==> src/design/mfgr_pkg.sv <==
// Package for the monochrome framebuffer glyph renderer: display geometry,
// command and job types, queue status and the 6x8 glyph table.
// No dependencies.
`timescale 1ns / 1ps

package mfgr_pkg;

    // Display geometry
    localparam int DISPLAY_WIDTH  = 128;
    localparam int DISPLAY_HEIGHT = 64;
    localparam int PAGES          = (DISPLAY_HEIGHT + 7) / 8;
    localparam int STORE_DEPTH    = DISPLAY_WIDTH * PAGES;
    localparam int STORE_AW       = $clog2(STORE_DEPTH);

    // Glyph table
    localparam int         GLYPH_COLS  = 6;
    localparam int         GLYPH_COUNT = 5;
    localparam logic [7:0] FIRST_CODE  = 8'd32;
    localparam logic [7:0] ALL_WHITE   = 8'hFF;

    localparam logic [7:0] GLYPH_ROM [GLYPH_COUNT][GLYPH_COLS] = '{
        '{8'h00, 8'h00, 8'h00, 8'h00, 8'h00, 8'h00},
        '{8'h00, 8'h00, 8'h5F, 8'h00, 8'h00, 8'h00},
        '{8'h00, 8'h07, 8'h00, 8'h07, 8'h00, 8'h00},
        '{8'h14, 8'h7F, 8'h14, 8'h7F, 8'h14, 8'h00},
        '{8'h24, 8'h2A, 8'h7F, 8'h2A, 8'h12, 8'h00}
    };

    // Command queue between front and back (power of two)
    localparam int Q_DEPTH = 2;
    localparam int Q_AW    = $clog2(Q_DEPTH);

    typedef enum logic [2:0] {
        CMD_SET_CURSOR = 3'd0,
        CMD_PUT_CHAR   = 3'd1,
        CMD_DRAW_PIXEL = 3'd2,
        CMD_FILL       = 3'd3,
        CMD_READ_BYTE  = 3'd4
    } t_cmd;

    typedef enum logic [2:0] {
        OP_NOP,
        OP_CHAR,
        OP_PIXEL,
        OP_FILL,
        OP_READ
    } t_op;

    typedef enum logic [2:0] {
        BS_SWEEP,
        BS_IDLE,
        BS_READ,
        BS_MODIFY,
        BS_RESULT
    } t_bstate;

    // Classified request as the back end sees it
    typedef struct packed {
        t_op        op;
        logic [7:0] x;        // column, or glyph origin column
        logic [7:0] y;        // row, or glyph origin row
        logic [7:0] code;
        logic       color;
        logic [2:0] page;
        logic [7:0] rsp_col;  // cursor after the request
        logic [7:0] rsp_row;
    } t_job;

    typedef struct packed {
        logic full;
        logic empty;
    } t_q_stat;

    // One glyph column; unknown codes are blank
    function automatic logic [7:0] glyph_col(input logic [7:0] code, input logic [2:0] col);
        logic [7:0] idx;
        logic [7:0] line;
        idx  = code - FIRST_CODE;
        line = 8'h00;
        if (code >= FIRST_CODE && idx < 8'(GLYPH_COUNT)) begin
            line = GLYPH_ROM[idx[2:0]][col];
        end
        return line;
    endfunction

endpackage

==> src/design/mfgr_fifo.sv <==
// Short job queue between the front end and the back end.
// Depends on mfgr_pkg.
`timescale 1ns / 1ps

module mfgr_fifo (
    input  logic             i_clk,
    input  logic             i_rst_n,
    input  logic             i_push,
    input  mfgr_pkg::t_job   i_job,
    input  logic             i_pop,
    output mfgr_pkg::t_job   o_head,
    output mfgr_pkg::t_q_stat o_stat
);
    import mfgr_pkg::*;

    t_job            r_mem [Q_DEPTH];
    logic [Q_AW-1:0] r_wptr;
    logic [Q_AW-1:0] r_rptr;
    logic [Q_AW:0]   r_count;

    assign o_head       = r_mem[r_rptr];
    assign o_stat.full  = (r_count == (Q_AW + 1)'(Q_DEPTH));
    assign o_stat.empty = (r_count == '0);

    // Storage
    always_ff @(posedge i_clk) begin
        if (i_push) begin
            r_mem[r_wptr] <= i_job;
        end
    end

    // Pointers and fill level
    always_ff @(posedge i_clk) begin
        if (!i_rst_n) begin
            r_wptr  <= '0;
            r_rptr  <= '0;
            r_count <= '0;
        end else begin
            if (i_push) r_wptr <= r_wptr + 1'b1;
            if (i_pop)  r_rptr <= r_rptr + 1'b1;
            if (i_push && !i_pop)      r_count <= r_count + 1'b1;
            else if (!i_push && i_pop) r_count <= r_count - 1'b1;
        end
    end

endmodule

==> config.mk <==
export PLATFORM = sky130hd
export DESIGN_NAME = mfgr_fifo
export DESIGN_NICKNAME = d
export VERILOG_FILES = /design/src/design/mfgr_pkg.sv /design/src/design/mfgr_fifo.sv
export SDC_FILE = /design/constraint.sdc
export NUM_CORES = 1
export LEC_CHECK = 0
export BUFFER_PORTS_ARGS = -buffer_cell sky130_fd_sc_hd__buf_2
export CAP_MARGIN = 20
export CORE_UTILIZATION = 46
export CTS_CLUSTER_DIAMETER = 50
export DETAILED_ROUTE_END_ITERATION = 6
export GPL_ROUTABILITY_DRIVEN = 0
export PLACE_DENSITY_LB_ADDON = 0.2
export SETUP_SLACK_MARGIN = 0.3
export SLEW_MARGIN = 20
export SYNTH_ARGS = -nofsm -noshare
export SYNTH_HDL_FRONTEND = slang
export SYNTH_SLANG_ARGS = --single-unit
==> constraint.sdc <==
create_clock -name i_clk -period 3.3 [get_ports i_clk]
set_input_delay 0.66 -clock i_clk [delete_from_list [all_inputs] [get_ports i_clk]]
set_output_delay 0.66 -clock i_clk [all_outputs]
set_load 0.02 [all_outputs]
==> impl_metrics.py, run 1 <==
metrics = {
    "synthesis": {
        "synth-warning-count": 0,
        "synth_top_area_frac": 0.780,
        "ys_seq_elements": 99,
        "synth.distinct_cells": 18,
        "synth_area_leaders": "edfxtp_1 78%, mux2_2 15%, dfxtp_1 2.8%, buf_6 0.93%, and2_1 0.69%",
        "syn-cell-area_um2": 3620,
        "synth-edff-count": 94,
        "ys_async_sr_fraction": 0,
        "synth.largest_area_cell": "edfxtp_1",
        "synth.avg_cell_area_um2": 21.5,
        "ys_seq_area_frac": 0.808,
        "synthFlopType": "edfxtp_1",
        "synth_cells": 168,
        "syn_nets": 220,
    },
    "power_and_ir_drop": {
        "worst_ir_drop_vdd_uv": 368,
        "power_density_nw_per_um2": 584,
        "power.leakage_nw": 1.68,
        "power_mw": 2.61,
    },
    "placed_design": {
        "port_buffers": 99,
        "dp_hpwl_um": 3840,
    },
    "cts": {
        "worstSkewPairLatency_ps": 350,
        "clock_sinks": 99,
        "cts_tree": "yes",
        "cts_root_buf": "clkbuf_8",
        "cts_inserted_buffers": 9,
        "holdBufCountCts": 0,
        "ctsHtreeMaxLevel": 3,
        "ctsResizeCount": 0,
        "ctsLongestPathBuffers": 2,
        "cts_setup_buffers": 0,
        "cts.clk_slew.worst_paths_ps": 90,
    },
    "timing": {
        "finalSetupTns_ps": 0,
        "drv_slew": 0,
        "rsz0062_at_grt": "false",
        "max_slew.worst_pin.slew_ps": 621,
        "slew_headroom": 0.585,
        "hold_viol_final": 0,
        "clock.fmax_mhz": 404,
        "period_needed_ps": 2470,
        "fin_skew_ps": 4.79,
        "finalCritPeriodShare": 0.749,
        "setup_viol": 0,
    },
    "setup_path": {
        "crit_arrival_ps": 1810,
        "cp_num_buf_inv": 2,
        "reg2regPathDepth": 2,
        "worstSetupPathType": "reg -> out",
        "cpMaxStageDelayCell": "dfxtp_2",
        "crit_fanout": 29,
        "cp.required_ps": 2640,
        "crit_cells": 3,
        "startpoint_type": "flop",
        "cpPeakStageDelay_ps": 650,
        "path_cells": "buf_12 -> mux2_2 -> buf_2",
        "endpoint_kind": "primary output",
        "crit_family": "flip-flops",
    },
    "hold_path": {
        "whs_path_depth": 1,
        "min_path_type": "in -> reg",
    },
    "route": {
        "drcViolationCount": 0,
        "wl_um": 5960,
        "vias_per_cell": 4.87,
        "antenna_left": 0,
        "drt-pass1-iter-count": 4,
        "drt-initial-drc-count": 42,
        "vias": 1852,
        "routedWlPerCell_um": 15.7,
    },
    "floorplanning": {
        "io_pins": 100,
        "dieHeight_um": 90.7,
        "num_rows": 31,
        "initial_utilization": 0.488,
        "core-area_um2": 7410,
        "die_w_um": 90.7,
        "die_area_um2": 8220,
    },
    "cells_and_area": {
        "area_growth_syn_to_layout_pct": 23.5,
        "layout-drive-gt1-share": 0.591,
        "nets": 328,
        "register_area_um2": 2920,
        "fillerInstances": 576,
        "antennaDiodeCount": 0,
        "multi_input_area_um2": 653,
    },
    "global_routing": {
        "grt_antenna_before_repair": 0,
        "grt-ovfl-total": 0,
        "grt_pass1_vias": 1884,
        "grt_pass1_wl_um": 9520,
        "grt_max_degree": 30,
        "grt_usage": 0.156,
    },
    "run_status": {
        "status": "finished clean",
    },
    "flow_run": {
        "cap_violations": 0,
    },
}
==> metal layers <==
| metal | GRT usage | part of all wire | vias up |
|---|---|---|---|
| met2 | 0.248 | 0.50 | 63 |
| li1 | - | - | 869 |
| met1 | 0.200 | 0.44 | 912 |
| met4 | 0.0685 | 0.014 | 0 |
| met5 | 0 | 0 | - |
| met3 | 0.0446 | 0.051 | 8 |
==> worst reg2reg max path, stage by stage (launching register included) <==
cell and delay (ps):
dfxtp_1 390, and2_2 500, buf_12 270
==> flip-flops by register name (all words and copies together), names as in the netlist, named ones only <==
name	cells
r_wptr	1
r_mem	94
r_count	2
r_rptr	1
==> synth_stat cells, types with 2 or more instances <==
master / count
edfxtp_1: 94
mux2_2: 47
dfxtp_1: 5
and2_1: 4
buf_6: 3
nor2b_1: 2
xor2_1: 2
==> cell families after synthesis <==
family,Yosys count,share of synthesized area
DFF,99,0.808
muxes,47,0.146
and+or+nand+nor,9,0.0156
buffers and inverters,6,0.0138
AOI/OAI and AO/OA,3,0.00553
xor gates and xnor gates,3,0.00727
adders and majority gates,1,0.00346
==> cells in the final DEF, fill, tap and decap left out, drive strengths merged, types with 2 or more instances in the layout <==
master	count
buf	102
edfxtp	94
mux2	47
clkbuf	10
dfxtp	5
and2	4
clkinv	3
xor2	2
bufinv	2
nor2b	2
==> final timing paths <==
check	slack, ps	start	end
min	490	i_job[45]	r_mem[1][45]$_DFFE_PP_
max	830	flop	o_head[29]
max reg2reg	1820	r_wptr$_SDFFE_PN0P_	r_mem[1][32]$_DFFE_PP_
min reg2reg	550	r_count[1]$_SDFFE_PN0P_	r_count[1]$_SDFFE_PN0P_
==> per-stage QoR <==
step	setup WS, ps	util	hold slack [ps]	cells	instance area, um^2
floorplan	952	-	466	168	3620
global placement	1190	0.575	494	364	4260
detailed placement	1190	0.575	526	364	4260
CTS	784	0.603	474	380	4470
global route	703	0.603	469	380	4470
finish	828	0.603	491	380	4470
==> report_power, final <==
group | switching, mW | total, mW | internal (mW)
registers | 0.0266 | 1.47 | 1.45
clock network | 0.385 | 0.806 | 0.421
logic | 0.185 | 0.330 | 0.144
total | 0.597 | 2.61 | 2.01
==> layout make-up <==
cell class | count | area share
Inverter | 1 | 0.000840
Timing Repair Buffer | 102 | 0.124
Multi-Input combinational cell | 63 | 0.146
Tap cell | 99 | 0.0277
Sequential cell | 99 | 0.654
Clock buffer | 10 | 0.0286
Clock inverter | 6 | 0.0179
Power figures use the tool's default switching activity.
==> inputs of run 2 (changes only) <==
ABC_AREA = 1   (was default)
CORE_UTILIZATION = 52   (was 46)
clock period = 2.42 ns   (was 3.3 ns; I/O delays follow)
==> impl_metrics.py, run 2 <==
metrics = {
    "run_status": {
        "status": "finished clean",
    },
    "timing": {
        "holdWs_ps": 313,
        "max_slew.worst_pin.slew_ps": 394,
        "rsz0062_at_grt": "false",
        "final.setup.worst_slack_ps": 419,
        "period_needed_ps": 2000,
        "setup_viol": 0,
        "finalCritPeriodShare": 0.827,
        "slew_headroom": 0.737,
        "finalSetupTns_ps": 0,
        "hold_viol_final": 0,
        "clock.fmax_mhz": 500,
        "drv_slew": 0,
        "fin_skew_ps": 9.76,
    },
    "synthesis": {
        "synth-edff-count": 94,
        "synth.avg_cell_area_um2": 20.7,
        "yosysMostFrequentCell": "edfxtp_1",
        "synthFlopType": "edfxtp_1",
        "synth_commonest_cells": "94 x edfxtp_1, 30 x mux2_4, 17 x mux2_2, 9 x nor2_1",
        "synth_area_leaders": "edfxtp_1 75%, mux2_4 12%, mux2_2 5.1%, dfxtp_1 2.7%, buf_6 1.2%",
        "synth.largest_area_cell": "edfxtp_1",
        "synth.distinct_cells": 14,
        "syn_nets": 233,
        "synth_cells": 181,
        "ys_async_sr_fraction": 0,
        "syn-cell-area_um2": 3740,
        "ys_seq_area_frac": 0.781,
        "synth-warning-count": 0,
        "synth_top_area_frac": 0.754,
        "ys_seq_elements": 99,
    },
    "cts": {
        "worstSkewPairLatency_ps": 350,
        "cts.clk_slew.worst_paths_ps": 90,
        "cts_inserted_buffers": 9,
        "holdBufCountCts": 0,
        "cts_root_buf": "clkbuf_8",
        "ctsLongestPathBuffers": 2,
        "cts_tree": "yes",
        "ctsHtreeMaxLevel": 3,
        "clock_sinks": 99,
    },
    "global_routing": {
        "grt_antenna_before_repair": 0,
        "grt-ovfl-total": 0,
        "grt_usage": 0.167,
        "grt_max_degree": 29,
        "grt_pass1_vias": 1945,
        "grt_pass1_wl_um": 8970,
    },
    "route": {
        "wl_um": 5930,
        "antenna_left": 0,
        "drcViolationCount": 0,
        "drt-pass1-iter-count": 4,
        "drt-initial-drc-count": 78,
        "vias": 1920,
        "routedWlPerCell_um": 14.9,
        "vias_per_cell": 4.82,
    },
    "setup_path": {
        "startpoint_type": "flop",
        "worstSetupPathType": "reg -> out",
        "cpMaxStageDelayCell": "dfxtp_4",
        "crit_arrival_ps": 1520,
        "crit_fanout": 21,
        "crit_family": "flip-flops",
        "endpoint_kind": "primary output",
        "r2r_slack_ps": 1150,
        "path_cells": "buf_12 -> mux2_2 -> buf_2",
        "cp.required_ps": 1940,
        "cp_num_buf_inv": 2,
        "cpPeakStageDelay_ps": 440,
    },
    "cells_and_area": {
        "largest_register": "r_mem",
        "fin_util": 0.669,
        "final_cell_mix": "99 x buf_2, 94 x edfxtp_1, 30 x mux2_4, 17 x mux2_2",
        "fillerInstances": 504,
        "layout-drive-gt1-share": 0.576,
        "final_common_cell": "buf_2",
        "largest_register_ffs": 94,
        "area_growth_syn_to_layout_pct": 22.8,
        "nets": 349,
        "antennaDiodeCount": 0,
        "top_regs": "r_mem x94, r_count x2",
    },
    "power_and_ir_drop": {
        "power_mw": 3.36,
        "worst_ir_drop_vdd_uv": 459,
        "power_density_nw_per_um2": 732,
        "power.leakage_nw": 1.84,
    },
    "floorplanning": {
        "dieHeight_um": 86.8,
        "core-area_um2": 6870,
        "io_pins": 100,
        "num_rows": 30,
        "die_w_um": 86.8,
        "initial_utilization": 0.545,
        "die_area_um2": 7540,
    },
    "flow_run": {
        "cap_violations": 0,
    },
    "placed_design": {
        "dp_hpwl_um": 3990,
        "dp_worst_setup_slack_ps": 593,
        "port_buffers": 99,
    },
    "hold_path": {
        "min_path_type": "in -> reg",
    },
}
[run 2: area by class of cell]
class / count / area [um^2] / share of cell area
Timing Repair Buffer: 110 / 603 / 0.131
Inverter: 8 / 30.0 / 0.00653
Multi-Input combinational cell: 69 / 747 / 0.163
Sequential cell: 99 / 2930 / 0.637
Tap cell: 96 / 120 / 0.0261
Clock buffer: 10 / 128 / 0.0278
Clock inverter: 6 / 41.3 / 0.00898
[run 2: logic make-up (layout without fill, tap and decap cells)]
kind of cell    Yosys count  in the layout  synth area share
mux                      47             47             0.172
simple gates             19             19            0.0201
flops                    99             99             0.781
buf+inv                  13            134            0.0214
fa+ha+maj                 1              1           0.00334
compound gates            2              2           0.00267
[run 2: timing repair]
| action | in CTS | in global routing |
|---|---|---|
| buffers inserted | 0 | 5 |
| resized for setup | 1 | 0 |
| pin swaps | 0 | 0 |
| setup endpoints to repair | 36 | 11 |
| gates cloned | 0 | 0 |
[run 2: metrics by stage]
step	instances	area, um^2
6_report	398	4600
3_3_place_gp	377	4390
3_5_place_dp	377	4390
2_1_floorplan	181	3750
5_1_grt	398	4600
4_1_cts	393	4560
[run 2: path summary, 6_finish.rpt]
kind	start	endpoint	depth (start not counted)
setup reg to reg	r_wptr$_SDFFE_PN0P_	r_mem[1][29]$_DFFE_PP_	3
setup / recovery	flop	o_head[46]	3
hold / removal	i_job[12]	r_mem[0][12]$_DFFE_PP_	1
hold reg to reg	r_rptr$_SDFFE_PN0P_	r_rptr$_SDFFE_PN0P_	2
[run 2: worst register-to-register path, cell delays in order, from the launching register on]
cell	delay, ps
dfxtp_1	400
nand2_1	100
inv_2	60
buf_4	350
[run 2: where the power goes]
part	total (mW)	internal (mW)	switching [mW]
clock network	0.909	0.374	0.535
logic	0.449	0.205	0.244
registers	2.01	1.98	0.0306
[run 2: routing by layer]
metal  vias up  share of wire  track usage
met5         -              0            0
met4         0          0.018       0.0742
met3        10          0.054       0.0524
met2        63           0.51        0.281
met1       929           0.42        0.197
li1        918              -            -
