`config.mk`:
```
export PLATFORM = sky130hd
export DESIGN_NAME = mfgr_front_flat
export DESIGN_NICKNAME = d
export VERILOG_FILES = /design/src/design/mfgr_pkg.sv /design/src/design/mfgr_if.sv /design/src/design/mfgr_front.sv /design/src/flat_wrapper.sv
export SDC_FILE = /design/constraint.sdc
export NUM_CORES = 1
export LEC_CHECK = 0
export BUFFER_PORTS_ARGS = -buffer_cell sky130_fd_sc_hd__buf_2
export CORE_AREA = 10 10 71 73
export CTS_CLUSTER_DIAMETER = 40
export DETAILED_ROUTE_END_ITERATION = 8
export DIE_AREA = 0 0 81 83
export PLACE_DENSITY_LB_ADDON = 0.2
export REMOVE_ABC_BUFFERS = 1
export SYNTH_ARGS = -nofsm -noshare
export SYNTH_HDL_FRONTEND = slang
export SYNTH_SLANG_ARGS = --single-unit
```
`constraint.sdc`:
```
create_clock -name i_clk -period 1.3 [get_ports i_clk]
set_input_delay 0.13 -clock i_clk [delete_from_list [all_inputs] [get_ports i_clk]]
set_output_delay 0.13 -clock i_clk [all_outputs]
set_load 0.005 [all_outputs]
```
`src/design/mfgr_pkg.sv`:
```
// Package for the monochrome framebuffer glyph renderer: display geometry,
// command and job types, queue status and the 6x8 glyph table.
// No dependencies.
`timescale 1ns / 1ps

package mfgr_pkg;

    // Display geometry
    localparam int DISPLAY_WIDTH  = 128;
    localparam int DISPLAY_HEIGHT = 64;
    localparam int PAGES          = (DISPLAY_HEIGHT + 7) / 8;
    localparam int STORE_DEPTH    = DISPLAY_WIDTH * PAGES;
    localparam int STORE_AW       = $clog2(STORE_DEPTH);

    // Glyph table
    localparam int         GLYPH_COLS  = 6;
    localparam int         GLYPH_COUNT = 5;
    localparam logic [7:0] FIRST_CODE  = 8'd32;
    localparam logic [7:0] ALL_WHITE   = 8'hFF;

    localparam logic [7:0] GLYPH_ROM [GLYPH_COUNT][GLYPH_COLS] = '{
        '{8'h00, 8'h00, 8'h00, 8'h00, 8'h00, 8'h00},
        '{8'h00, 8'h00, 8'h5F, 8'h00, 8'h00, 8'h00},
        '{8'h00, 8'h07, 8'h00, 8'h07, 8'h00, 8'h00},
        '{8'h14, 8'h7F, 8'h14, 8'h7F, 8'h14, 8'h00},
        '{8'h24, 8'h2A, 8'h7F, 8'h2A, 8'h12, 8'h00}
    };

    // Command queue between front and back (power of two)
    localparam int Q_DEPTH = 2;
    localparam int Q_AW    = $clog2(Q_DEPTH);

    typedef enum logic [2:0] {
        CMD_SET_CURSOR = 3'd0,
        CMD_PUT_CHAR   = 3'd1,
        CMD_DRAW_PIXEL = 3'd2,
        CMD_FILL       = 3'd3,
        CMD_READ_BYTE  = 3'd4
    } t_cmd;

    typedef enum logic [2:0] {
        OP_NOP,
        OP_CHAR,
        OP_PIXEL,
        OP_FILL,
        OP_READ
    } t_op;

    typedef enum logic [2:0] {
        BS_SWEEP,
        BS_IDLE,
        BS_READ,
        BS_MODIFY,
        BS_RESULT
    } t_bstate;

    // Classified request as the back end sees it
    typedef struct packed {
        t_op        op;
        logic [7:0] x;        // column, or glyph origin column
        logic [7:0] y;        // row, or glyph origin row
        logic [7:0] code;
        logic       color;
        logic [2:0] page;
        logic [7:0] rsp_col;  // cursor after the request
        logic [7:0] rsp_row;
    } t_job;

    typedef struct packed {
        logic full;
        logic empty;
    } t_q_stat;

    // One glyph column; unknown codes are blank
    function automatic logic [7:0] glyph_col(input logic [7:0] code, input logic [2:0] col);
        logic [7:0] idx;
        logic [7:0] line;
        idx  = code - FIRST_CODE;
        line = 8'h00;
        if (code >= FIRST_CODE && idx < 8'(GLYPH_COUNT)) begin
            line = GLYPH_ROM[idx[2:0]][col];
        end
        return line;
    endfunction

endpackage

```
`src/design/mfgr_if.sv`:
```
// Handshake channels of the glyph renderer: request in, response out.
// No dependencies.
`timescale 1ns / 1ps

interface mfgr_req_if;
    logic       valid;
    logic       ready;
    logic [2:0] cmd;
    logic [7:0] x_pos;
    logic [7:0] y_pos;
    logic [7:0] char_code;
    logic       color;
    logic [2:0] page_sel;

    modport source (output valid, cmd, x_pos, y_pos, char_code, color, page_sel,
                    input ready);
    modport sink (input valid, cmd, x_pos, y_pos, char_code, color, page_sel,
                  output ready);
endinterface


```
`src/design/mfgr_front.sv`:
```
// Front end: accepts requests, keeps the text cursor, classifies each request
// into a back-end job and pushes it to the queue. Depends on mfgr_pkg, mfgr_if.
`timescale 1ns / 1ps

module mfgr_front (
    input  logic              i_clk,
    input  logic              i_rst_n,
    mfgr_req_if.sink          i_req,
    input  logic              i_clearing,
    input  mfgr_pkg::t_q_stat i_q_stat,
    output logic              o_push,
    output mfgr_pkg::t_job    o_job
);
    import mfgr_pkg::*;

    logic [7:0] r_cur_x, r_cur_y;
    logic [7:0] n_cur_x, n_cur_y;
    logic       accept;

    assign i_req.ready = !i_q_stat.full && !i_clearing;
    assign accept      = i_req.valid && i_req.ready;
    assign o_push      = accept;

    // Classify the request and work out the cursor after it
    always_comb begin
        n_cur_x       = r_cur_x;
        n_cur_y       = r_cur_y;
        o_job.op      = OP_NOP;
        o_job.x       = i_req.x_pos;
        o_job.y       = i_req.y_pos;
        o_job.code    = i_req.char_code;
        o_job.color   = i_req.color;
        o_job.page    = i_req.page_sel;
        unique case (t_cmd'(i_req.cmd))
            CMD_SET_CURSOR: begin
                n_cur_x = i_req.x_pos;
                n_cur_y = i_req.y_pos;
            end
            CMD_PUT_CHAR: begin
                o_job.op = OP_CHAR;
                o_job.x  = r_cur_x;
                o_job.y  = r_cur_y;
                n_cur_x  = r_cur_x + 8'(GLYPH_COLS);
            end
            CMD_DRAW_PIXEL: begin
                // clipped pixels change nothing
                if ({1'b0, i_req.x_pos} < 9'(DISPLAY_WIDTH) &&
                    {1'b0, i_req.y_pos} < 9'(DISPLAY_HEIGHT)) begin
                    o_job.op = OP_PIXEL;
                end
            end
            CMD_FILL: begin
                o_job.op = OP_FILL;
            end
            CMD_READ_BYTE: begin
                // out-of-range reads return zero
                if ({1'b0, i_req.x_pos} < 9'(DISPLAY_WIDTH) &&
                    {1'b0, i_req.page_sel} < 4'(PAGES)) begin
                    o_job.op = OP_READ;
                end
            end
            default: ;
        endcase
        o_job.rsp_col = n_cur_x;
        o_job.rsp_row = n_cur_y;
    end

    // Cursor
    always_ff @(posedge i_clk) begin
        if (!i_rst_n) begin
            r_cur_x <= '0;
            r_cur_y <= '0;
        end else if (accept) begin
            r_cur_x <= n_cur_x;
            r_cur_y <= n_cur_y;
        end
    end

endmodule

```
`src/flat_wrapper.sv`:
```
// flat-port wrapper written by rule: the top's interface ports become plain ports
module mfgr_front_flat import mfgr_pkg::*;
  (i_clk, i_rst_n, i_clearing, i_q_stat, o_push, o_job, i_req_valid, i_req_cmd, i_req_x_pos, i_req_y_pos, i_req_char_code, i_req_color, i_req_page_sel, i_req_ready);
  mfgr_req_if i_req_i ();
  input  logic i_clk;
  input  logic i_rst_n;
  input  logic i_clearing;
  input  mfgr_pkg::t_q_stat i_q_stat;
  output logic o_push;
  output mfgr_pkg::t_job o_job;
  input wire logic [$bits(i_req_i.valid)-1:0] i_req_valid;
  input wire logic [$bits(i_req_i.cmd)-1:0] i_req_cmd;
  input wire logic [$bits(i_req_i.x_pos)-1:0] i_req_x_pos;
  input wire logic [$bits(i_req_i.y_pos)-1:0] i_req_y_pos;
  input wire logic [$bits(i_req_i.char_code)-1:0] i_req_char_code;
  input wire logic [$bits(i_req_i.color)-1:0] i_req_color;
  input wire logic [$bits(i_req_i.page_sel)-1:0] i_req_page_sel;
  output wire logic [$bits(i_req_i.ready)-1:0] i_req_ready;
  assign i_req_i.valid = i_req_valid;
  assign i_req_i.cmd = i_req_cmd;
  assign i_req_i.x_pos = i_req_x_pos;
  assign i_req_i.y_pos = i_req_y_pos;
  assign i_req_i.char_code = i_req_char_code;
  assign i_req_i.color = i_req_color;
  assign i_req_i.page_sel = i_req_page_sel;
  assign i_req_ready = i_req_i.ready;
  mfgr_front u_core (.i_clk(i_clk), .i_rst_n(i_rst_n), .i_req(i_req_i), .i_clearing(i_clearing), .i_q_stat(i_q_stat), .o_push(o_push), .o_job(o_job));
endmodule
```
==> flow_summary.yaml, run 1 <==
status:
  status: "finished with violations"
  violations: "setup timing"
floorplanning:
  die-area_um2: 6720
  die_x_um: 81
  io_pins: 86
  start_util: 0.379
  die_h_um: 83
  rows: 22
  coreArea_um2: 3630
route:
  drc: 0
  wl_per_cell_um: 16.8
  vias: 1576
  drt-total-wl_um: 5020
  dr.pass1.iters: 6
  drt_iter0_markers: 103
  vias_per_cell: 5.27
  ant_nets: 0
clocking:
  clockBufferDepth: 2
  cts_tree: "built"
  htreeDepth: 1
  clk_latency_ns: 0.25
  cts_buffers: 3
  path_clk_slew_ns: 0.07
  hold_buffers: 0
  root_buffer: "clkbuf_8"
  cts.sinks: 16
synthesis:
  synth.most_common_cell: "nand2_1"
  yosys_warnings: 0
  syn_area_per_cell_um2: 8.14
  yosysSeqAreaShare: 0.233
  yosysTopAreaCellShare: 0.233
  synthTopCellsByCount: "23 x nand2_1, 19 x a21oi_1, 16 x dfxtp_1, 16 x mux2_2, 12 x buf_4"
  synth_largest_area_cell: "dfxtp_1"
  synth_ff_type: "dfxtp_1"
  syn_inst: 169
  synth-edff-count: 0
  synth_area_leaders: "dfxtp_1 23%, mux2_2 13%, mux2_4 7.6%"
  ys_ff_latch: 16
  synth_cell_type_count: 38
  netlist_area_um2: 1380
  synthArstFlopShare: 0
layout:
  syn_to_final_growth_pct: 68.2
  multiInputGateArea_um2: 1010
  regArea_um2: 323
  fillers: 319
  fin_nets: 290
  drive_gt1_frac: 0.590
  stdcell_count: 299
  antennaDiodeCount: 0
worst_setup_path:
  crit_family: "compound AO/OA/AOI/OAI gates"
  max_stage_delay_ns: 0.32
  end_kind: "primary output"
  slowest_stage: "dfxtp_2"
  r2r_setup_slack_ns: -0.14
  worst_ep_arrival_time_ns: 1.59
  critical_path_buf_inv_count: 2
  rr_endpoint: "u_core.r_cur_x[7]$_SDFFE_PN0P_"
  reg2reg_from: "u_core.r_cur_x[2]$_SDFFE_PN0P_"
  crit_type: "register to primary output"
  path_max_fanout: 2
  rr_worst_depth: 7
  cp.required_ns: 1.17
  crit_path_cell_trace: "inv_2, ha_4, and3b_1, a311oi_2, o21ai_1, a21oi_1, buf_2"
  start_kind: "register"
global_routing:
  grt_pass1_vias: 1487
  grt_max_degree: 15
  grt_overflow: 0
  grt_usage: 0.134
  antenna_found_initial: 0
  grt_pass1_wl_um: 7430
hold_path:
  whs_path_depth: 3
  holdPathEnd: "u_core.r_cur_x[0]$_SDFFE_PN0P_"
  min_from: "i_req_x_pos[0]"
  min_path_type: "input port to register"
job:
  drv_cap: 0
power_and_ir_drop:
  cellLeakagePower_nw: 1.06
  finalPower_mw: 1.48
  ir_drop_uv: 650
  p_per_area_nw_per_um2: 642
placed_design:
  place_congestion: 0.796
  io_buffer_count: 60
  hpwl_um: 3320
  dp_cells: 284
timing:
  min_period_ns: 1.72
  fin_crit_sh: 1.32
  finalSetupViolations: 25
  fmax_mhz: 582
  relSlewSlack: 0.655
  drv_slew: 0
  fin_ws_ns: -0.417
  finalHoldViolCount: 0
  skew_ns: 0.00416
  worstMarginPinSlew_ns: 0.517
  rsz0062_at_grt: "true"
logic make-up after synthesis:
| kind of cell | share of synthesized area |
|---|---|
| flip-flops | 0.233 |
| adder cells (fa/ha/maj) | 0.00909 |
| buffers and inverters | 0.140 |
| AO/OA/AOI/OAI | 0.222 |
| multiplexers | 0.207 |
| AND/OR/NAND/NOR | 0.189 |
timing repair:
item | in CTS | in global routing
gates resized for setup | 52 | 28
pin swaps | 13 | 10
buffers inserted | 10 | 6
setup endpoints to repair | 33 | 36
gates cloned | 2 | 0
placed cells by master (no fill, tap or decap), types with 2 or more instances in the layout:
| cell type | Yosys | final |
|---|---|---|
| a21oi_1 | 19 | 17 |
| a21oi_2 | 0 | 2 |
| a311oi_1 | 3 | 2 |
| buf_12 | 1 | 4 |
| buf_2 | 6 | 35 |
| buf_4 | 12 | 27 |
| buf_6 | 1 | 32 |
| clkbuf_8 | 0 | 4 |
| dfxtp_1 | 16 | 14 |
| dfxtp_2 | 0 | 2 |
| inv_1 | 10 | 7 |
| inv_2 | 0 | 3 |
| mux2_4 | 7 | 23 |
| nand2_1 | 23 | 22 |
| nand2_2 | 1 | 2 |
| nand2b_1 | 3 | 3 |
| nor2_1 | 10 | 10 |
| o211ai_1 | 3 | 3 |
| o21ai_0 | 10 | 5 |
| o21ai_1 | 1 | 6 |
| o22ai_1 | 4 | 2 |
power breakdown:
group          switching [mW]  internal, mW
logic                   0.219         0.304
registers             0.00846         0.499
clock network           0.186         0.269
worst reg2reg max path: stages, from the launching register on:
cell      delay [ns]
dfxtp_2         0.32
inv_2           0.07
ha_4            0.13
and3b_1         0.19
a311oi_2        0.24
o21ai_1         0.10
buf_4           0.14
a211oi_2        0.16
layout make-up:
cell class                 count  share of cell area
clock buffer                   4              0.0238
inverter                      10              0.0162
multi-input combinational    122               0.435
sequential                    16               0.139
tap                           48              0.0259
timing repair buffer          99               0.360
registers in the layout, indices dropped and copies added (netlist names):
signal and count:
u_core.r_cur_x 8, u_core.r_cur_y 8
worst max path at each step:
stage | start | to | slack [ns] | cells past startpoint
4_1_cts | u_core.r_cur_x[2]$_SDFFE_PN0P_ | o_job[15] | -0.42 | 7
6_report | u_core.r_cur_x[2]$_SDFFE_PN0P_ | o_job[15] | -0.42 | 7
5_1_grt | u_core.r_cur_x[2]$_SDFFE_PN0P_ | o_job[15] | -0.49 | 7
3_3_place_gp | u_core.r_cur_x[1]$_SDFFE_PN0P_ | o_job[15] | -0.20 | 7
3_5_place_dp | u_core.r_cur_x[1]$_SDFFE_PN0P_ | o_job[15] | -0.25 | 7
2_1_floorplan | i_req_cmd[1] | u_core.r_cur_x[0]$_SDFFE_PN0P_ | -0.32 | 4
through the flow:
stage               setup WS, ns  TNS, ns  instance area (um^2)  hold WS, ns   util
global route              -0.493    -4.26                  2310        0.145  0.637
detailed placement        -0.248    -2.73                  1830        0.260  0.505
floorplan                 -0.324    -5.76                  1220        0.260      -
CTS                       -0.420    -3.12                  2200        0.127  0.605
finish                    -0.417    -2.86                  2310        0.138  0.637
global placement          -0.197    -2.53                  1830        0.260  0.505
routing by layer:
metal	vias to the layer above	GRT usage	share of wire
li1	750	-	-
met4	0	0.0235	0.0088
met1	764	0.169	0.41
met3	6	0.0550	0.075
met2	56	0.207	0.51
met5	-	0	0
Power figures use the tool's default switching activity.
==> inputs of run 2 (changes only) <==
CORE_AREA = 10 10 68 70   (was 10 10 71 73)
DIE_AREA = 0 0 78 80   (was 0 0 81 83)
clock period = 1.64 ns   (was 1.3 ns; I/O delays follow)
==> run 2 against run 1 <==
Compared with the run above: the flow still finishes with violations (setup timing); wire length fell by 20%; clock skew fell by 0.0023 ns; clock power fell by 41%; sequential share of layout area rose by 4.1 points; combinational power fell by 47%; design area fell by 23%; largest cell class unchanged; highest routed layer unchanged.
==> flow_summary.yaml, run 2 (synthesized netlist as in run 1, its figures left out) <==
job:
  drv_cap: 0
clocking:
  cts_buffers: 3
  cts_tree: "built"
  clockBufferDepth: 2
  hold_buffers: 0
  htreeDepth: 1
  root_buffer: "clkbuf_4"
  path_clk_slew_ns: 0.10
  clk_latency_ns: 0.28
  cts.sinks: 16
floorplanning:
  io_pins: 86
  die_h_um: 80
  die_x_um: 78
  coreArea_um2: 3280
  rows: 21
  start_util: 0.419
  die-area_um2: 6240
timing:
  fmax_mhz: 570
  relSlewSlack: 0.692
  worstMarginPinSlew_ns: 0.462
  whs_ns: 0.126
  fin_crit_sh: 1.07
  finalHoldViolCount: 0
  min_period_ns: 1.75
  rsz0062_at_grt: "true"
  skew_ns: 0.00182
  drv_slew: 0
  finalSetupViolations: 2
  fin_ws_ns: -0.114
hold_path:
  min_path_type: "input port to register"
worst_setup_path:
  end_kind: "primary output"
  start_kind: "register"
  crit_type: "register to primary output"
  worst_ep_arrival_time_ns: 1.59
  path_max_fanout: 2
  cp.required_ns: 1.48
route:
  vias: 1410
  drc: 0
  dr.pass1.iters: 4
  drt_iter0_markers: 84
  vias_per_cell: 5.13
  ant_nets: 0
  wl_per_cell_um: 14.6
  drt-total-wl_um: 4020
status:
  status: "finished with violations"
  violations: "setup timing"
global_routing:
  grt_usage: 0.125
  grt_max_degree: 18
  grt_pass1_wl_um: 6620
  grt_pass1_vias: 1419
  antenna_found_initial: 0
  grt_overflow: 0
layout:
  regArea_um2: 324
  drive_gt1_frac: 0.515
  fin_nets: 268
  reg_top3: "u_core.r_cur_x (8), u_core.r_cur_y (8)"
  final_common_cell: "buf_2"
  syn_to_final_growth_pct: 30.3
  final_cell_mix: "60 x buf_2, 23 x nand2_1, 19 x a21oi_1"
  fillers: 334
  antennaDiodeCount: 0
  multiInputGateArea_um2: 897
placed_design:
  io_buffer_count: 60
  hpwl_um: 3130
  place_congestion: 0.794
  place_ws_ns: 0.113
power_and_ir_drop:
  cellLeakagePower_nw: 0.838
  p_per_area_nw_per_um2: 528
  ir_drop_uv: 309
[run 2: changes by cell type in the layout (fill, tap and decap cells not counted), sizes merged]
cell	before	now
buf	99	77
[run 2: worst max-delay path: stages, from the launching register on]
cell and delay [ns]:
dfxtp_2 0.34, inv_2 0.07, ha_4 0.13, and3b_1 0.20, a311oi_2 0.23, o21ai_2 0.09, a21oi_1 0.12, buf_2 0.13
[run 2: where the power goes]
part,switching (mW),leakage (nW),internal (mW)
sequential,0.00859,0.131,0.396
combinational,0.132,0.687,0.143
clock,0.132,0.0210,0.135
[run 2: repair_timing]
item / CTS / global route
setup buffers: 3 / 0
gates resized for setup: 9 / 5
pin swaps: 5 / 0
setup endpoints to repair: 4 / 6
[run 2: final cells by class]
class | count | share of cell area
sequential | 16 | 0.181
tap | 46 | 0.0321
inverter | 10 | 0.0209
clock buffer | 4 | 0.0202
timing repair buffer | 77 | 0.246
multi-input combinational | 122 | 0.500
[run 2: worst paths after layout]
kind / start / end / slack, ns / cells past startpoint
hold reg to reg: u_core.r_cur_y[4]$_SDFFE_PN0P_ / u_core.r_cur_y[4]$_SDFFE_PN0P_ / 0.48 / 2
setup / recovery: u_core.r_cur_x[2]$_SDFFE_PN0P_ / o_job[15] / -0.11 / 7
hold / removal: i_req_y_pos[1] / u_core.r_cur_y[1]$_SDFFE_PN0P_ / 0.13 / 3
setup reg to reg: u_core.r_cur_x[2]$_SDFFE_PN0P_ / u_core.r_cur_x[7]$_SDFFE_PN0P_ / 0.20 / 7
[run 2: per-stage QoR]
stage | cell area, um^2 | power, mW | cells | TNS, ns | utilization
2_1_floorplan | 1220 | 0.538 | 148 | -0.163 | -
3_3_place_gp | 1700 | 0.681 | 268 | 0 | 0.518
3_5_place_dp | 1700 | 0.680 | 268 | 0 | 0.518
4_1_cts | 1780 | 0.952 | 275 | -0.211 | 0.543
5_1_grt | 1790 | 1.00 | 275 | -0.547 | 0.546
6_report | 1790 | 0.947 | 275 | -0.172 | 0.546
[run 2: per-layer routing]
metal  share of wire  global-route usage
met1            0.46               0.153
met2            0.45               0.194
met3           0.086              0.0653
met4          0.0057              0.0197
met5               0                   0
